--- src/rtl/pcsm_div.sv ---
// Serial signed divider, truncating toward zero, one quotient bit per cycle.
module pcsm_div #(
    parameter int WORD_BITS = 32
) (
    input  logic                 aclk,
    input  logic                 aresetn,
    input  logic                 start,
    input  logic [WORD_BITS-1:0] dividend,
    input  logic [WORD_BITS-1:0] divisor,
    output logic                 done,
    output logic [WORD_BITS-1:0] quotient
);
    localparam int CNT_W = $clog2(WORD_BITS + 1);

    logic [WORD_BITS-1:0] dq_reg, dq_next;
    logic [WORD_BITS-1:0] den_reg, den_next;
    logic [WORD_BITS:0]   rem_reg, rem_next;
    logic [CNT_W-1:0]     cnt_reg, cnt_next;
    logic                 busy_reg, busy_next;
    logic                 neg_reg, neg_next;
    logic                 done_reg, done_next;
    logic [WORD_BITS:0]   rem_sh;

    always_comb begin
        dq_next   = dq_reg;
        den_next  = den_reg;
        rem_next  = rem_reg;
        cnt_next  = cnt_reg;
        busy_next = busy_reg;
        neg_next  = neg_reg;
        done_next = 1'b0;
        rem_sh    = {rem_reg[WORD_BITS-1:0], dq_reg[WORD_BITS-1]};
        if (start) begin
            dq_next   = dividend[WORD_BITS-1] ? (~dividend + 1'b1) : dividend;
            den_next  = divisor[WORD_BITS-1] ? (~divisor + 1'b1) : divisor;
            neg_next  = dividend[WORD_BITS-1] ^ divisor[WORD_BITS-1];
            rem_next  = '0;
            cnt_next  = CNT_W'(WORD_BITS);
            busy_next = 1'b1;
        end else if (busy_reg) begin
            if (rem_sh >= {1'b0, den_reg}) begin
                rem_next = rem_sh - {1'b0, den_reg};
                dq_next  = {dq_reg[WORD_BITS-2:0], 1'b1};
            end else begin
                rem_next = rem_sh;
                dq_next  = {dq_reg[WORD_BITS-2:0], 1'b0};
            end
            cnt_next = cnt_reg - 1'b1;
            if (cnt_reg == CNT_W'(1)) begin
                busy_next = 1'b0;
                done_next = 1'b1;
            end
        end
    end

    always_ff @(posedge aclk) begin
        if (!aresetn) begin
            busy_reg <= 1'b0;
            done_reg <= 1'b0;
            cnt_reg  <= '0;
        end else begin
            busy_reg <= busy_next;
            done_reg <= done_next;
            cnt_reg  <= cnt_next;
        end
        dq_reg  <= dq_next;
        den_reg <= den_next;
        rem_reg <= rem_next;
        neg_reg <= neg_next;
    end

    assign done     = done_reg;
    assign quotient = neg_reg ? (~dq_reg + 1'b1) : dq_reg;

endmodule

--- config.mk ---
export PLATFORM = sky130hd
export DESIGN_NAME = pcsm_div
export DESIGN_NICKNAME = d
export VERILOG_FILES = /design/src/rtl/pcsm_div.sv
export SDC_FILE = /design/constraint.sdc
export NUM_CORES = 1
export LEC_CHECK = 0
export BUFFER_PORTS_ARGS = -buffer_cell sky130_fd_sc_hd__clkbuf_2
export CAP_MARGIN = 0
export CORE_MARGIN = 3
export CORE_UTILIZATION = 52
export DETAILED_ROUTE_END_ITERATION = 7
export GPL_ROUTABILITY_DRIVEN = 0
export PLACE_DENSITY = 0.74
export SLEW_MARGIN = 10
export SYNTH_ARGS = -nofsm -noshare
export SYNTH_HDL_FRONTEND = slang
export SYNTH_SLANG_ARGS = --single-unit
--- constraint.sdc ---
create_clock -name aclk -period 10.44 [get_ports aclk]
set_clock_uncertainty 0.1 [all_clocks]
set_input_delay 2.088 -clock aclk [delete_from_list [all_inputs] [get_ports aclk]]
set_output_delay 2.088 -clock aclk [all_outputs]
set_load 0.03 [all_outputs]
After elaboration in Yosys (flattened, before gate mapping) --
Index checks and enable logic that the tools add are counted. W data, S select, Z words.
Operators by class: add/subtract/negate cells 5, magnitude comparators 1, equal/unequal tests 1, multiplexer cells 13, bitwise operators 6, reductions and logical operators 3
Operator list (count):
- $mux W32 | 5
- $add A32 B1 Y32 const B | 3
- $not A32 Y32 | 3
- $ge A33 B32 Y1 | 1
- $sub A32 B32 Y32 | 1
- $mux W31 | 1
- $mux W6 | 2
- $eq A6 B1 Y1 const B | 1
- $sub A6 B1 Y6 const B | 1
- $mux W1 | 5
- $reduce_or A3 Y1 | 1
- $not A1 Y1 | 2
- $reduce_bool A2 Y1 | 1
- $reduce_or A2 Y1 | 1
- $xor A1 B1 Y1 | 1
Storage, ports and cells: flip-flop bits (word level) 105, input port bits 67, output and inout bits 33, logic and storage cells 38

Longest topological paths before layout --
word-level depth 4, gate-level depth with buffers 14, mapped depth without buffers 12

Least setup slack after synthesis --
Ideal clock, no wire load.
kind flip-flop to output port, from register dq_reg[10], to output port quotient[25], arrival 3195 ps, required time 8252 ps, setup slack 5057 ps, cell stages (with the launch flop) 9, buffers on the path 0, cell sequence edfxtp_1 > or4_4 > or3_1 > or2_1 > or3_4 > or4_4 > or3_4 > o31ai_2 > xnor2_1
Between the ends: word-level cells in the longest chain between the ends 3
RTL lines:
- start: declaration | line 15 | logic [WORD_BITS-1:0] dq_reg, dq_next;
- start signal: assignment | line 66 | dq_reg <= dq_next;
- $not A32 Y32 | line 73 | assign quotient = neg_reg ? (~dq_reg + 1'b1) : dq_reg;
- $add A32 B1 Y32 | line 73
- $mux W32 | line 73
- end: declaration | line 11 | output logic [WORD_BITS-1:0] quotient
No other way between the ends.

Final worst setup path --
Ends and elaborated chain as after synthesis.

==> metrics <==
DRT iter0 DRCs 341; Peak VDD IR 0.0890 mV; Syn Nets 987; setup TNS 0 ps; layout cells sized above 1 14.2%; critical path data required time 8250 ps; Max Freq 169 MHz; antenna violations before repair 0; Synth Area in Simple Gates 17.1%; PD cells 150 nW/um^2; clk sinks 105; clk_lat worst skew 360 ps; First-pass DRT Iterations 5; CTS max path bufs 2; Syn-to-layout area delta 12.4%; CTS root buf clkbuf_16; area share of fa/ha/maj cells after synthesis 6.28%; Clock Pin Slew Worst Setup and Hold Paths 70 ps; total CTS buffers 9; vias in the first global route 6,005; Leakage 3.36 nW; number of antenna-violating nets in the routed design 0; ys async rst share 0%; Hold Crit Class register to register; critical path's largest stage delay 560 ps; Multi-input gate area 4600 sq um; Slew headroom 34.2%; hold slack final 382 ps; overall routing resource usage 21.1%; die extent in y 128 microns; die area 16,300 sq um; CP Launch Type register; post-DR vias/cell 5.69; largest family of logic cells by synthesized area compound AO/OA/AOI/OAI gates; Synth Area in XOR/XNOR 13.3%; CP max stage cell or4_4; mapped cell area 7680 sq um; FP Rows 43; HPWL Detailed 12,600 microns; Routed wire per std cell 14.6 microns; transition time of the tightest slew-check pin 987 ps; post-synthesis mux area share 3.50%; status finished clean; Synth cell types 54; CTS tree done; Seq. cell area 2750 sq um; crit-path max FO 5; Crit. End Element output port; largest net degree at the start of global routing 64; Synth Register Bits 105; DRC viols 0; syn_area_per_cell 8.71 sq um; Die X 128 microns; Initial Util 54.3%; Compound-Gate Fraction of Synth Area 19.5%; CP delay by family, top simple AND/OR/NAND/NOR gates; Layout Nets 1,063; Post-synth EDFFs 65; # setup viols final 0; grt total ovfl 0; Routed WL 16,700 microns; fill count 1,245; worst path bufs/invs 1; Tmin final 5930 ps; Final Util 61.0%; depth of the CTS H-tree 3; first-pass GRT wire length 28,500 microns; IO Port Bufs 99; CP Class register to output port; # Max-Cap Violations 0; routed vias 6,508; Slew Limit Fails 0; Inserted Diodes 0; final hold violation count 0; crit-path cells or4_4 > or3_1 > or2_1 > or3_4 > or4_4 > or3_4 > o31ai_2 > xnor2_1 > clkbuf_2; final worst path period share 56.8%; synthesized netlist cell count 882; critical path arrival 3740 ps; Ports 100; Post-CTS Resized 0; Placeable Area 14,100 sq um; Seq/Total Area, Yosys 35.8%; ys flop type edfxtp_1; Ys Warns 0; hold-fix buffer count after cts 0; RSZ-0062 raised after global routing no; Post-CTS Setup Bufs 0
-- worst paths after layout --
| path | slack, ps | depth (start not counted) | start | to |
|---|---|---|---|---|
| setup / recovery | 4510 | 9 | dq_reg[10] | quotient[25] |
| hold / removal | 380 | 2 | cnt_reg[0] | cnt_reg[0] |
| setup reg to reg | 6650 | 11 | den_reg[18] | rem_reg[0] |
| hold reg to reg | 380 | 2 | cnt_reg[0] | cnt_reg[0] |
-- metal layers --
layer | GRT usage [%] | wire (microns)
met5 | 0 | 0
met4 | 5.17 | 178
met3 | 3.93 | 855
met1 | 29.7 | 7930
met2 | 33.8 | 7770
-- power breakdown --
| part | internal, mW | switching (mW) |
|---|---|---|
| sequential | 0.489 | 0.0369 |
| combinational | 0.158 | 0.249 |
| clock | 0.206 | 0.156 |
-- worst min-delay path: stages, from the launching register on --
cell	delay (ps)
dfxtp_1	330
nand2_1	60
a21oi_1	50
-- placed cells by master (no fill, tap or decap), drive strengths merged, types with 4 or more instances in the layout --
| cell | netlist | layout |
|---|---|---|
| or4 | 15 | 15 |
| nand2 | 74 | 74 |
| nand3b | 5 | 5 |
| o221ai | 4 | 4 |
| clkbuf | 32 | 111 |
| ha | 37 | 37 |
| o21ai | 58 | 58 |
| xor2 | 40 | 40 |
| a21oi | 73 | 73 |
| nor2b | 7 | 7 |
| dfxtp | 40 | 40 |
| or3 | 18 | 18 |
| buf | 7 | 6 |
| inv | 51 | 53 |
| o21a | 6 | 6 |
| edfxtp | 65 | 65 |
| xnor2 | 77 | 77 |
| nor3 | 13 | 13 |
| nand2b | 10 | 10 |
| a21o | 11 | 11 |
| nor2 | 83 | 83 |
| o21bai | 5 | 5 |
| mux2 | 7 | 7 |
| mux2i | 19 | 19 |
| nor4 | 6 | 6 |
| nand3 | 15 | 15 |
| a211oi | 25 | 25 |
| o41ai | 11 | 11 |
| nand4 | 10 | 10 |
| o211ai | 4 | 4 |
| o31ai | 25 | 25 |
-- through the flow --
stage,cells,worst slack (ps),cell area (sq um),total power [mW]
after global routing,1143,4390,8630,1.37
final,1143,4510,8630,1.29
after floorplan,882,5060,7680,0.830
after CTS,1143,4500,8630,1.30
after detailed placement,1127,4890,8310,0.939
after global placement,1127,4980,8310,0.933
-- Yosys cell counts (all sizes together), types with 18 or more instances --
library cell / count / area (sq um)
clkbuf: 32 / 120
xor2: 40 / 350
dfxtp: 40 / 801
a21oi: 73 / 365
nand2: 74 / 278
o21ai: 58 / 290
inv: 51 / 191
o31ai: 25 / 208
xnor2: 77 / 674
a211oi: 25 / 188
mux2i: 19 / 190
ha: 37 / 463
or3: 18 / 123
nor2: 83 / 312
edfxtp: 65 / 1950
-- cells by family (layout without fill, tap and decap cells) --
kind of cell	Yosys count	in the layout
fa+ha+maj	38	38
xor+xnor	117	117
simple gates	269	269
compound gates	237	237
flops	105	105
buf+inv	90	171
mux	26	26
-- cell type report --
cell class              instances  area share (%)
multi-input cells             687            53.3
flip-flops and latches        105            31.9
repair buffers                104            6.20
clock buffers                  13            3.51
well taps                     180            2.61
inverters                      51            2.22
clock inverters                 3           0.290
Power figures use the tool's default switching activity.
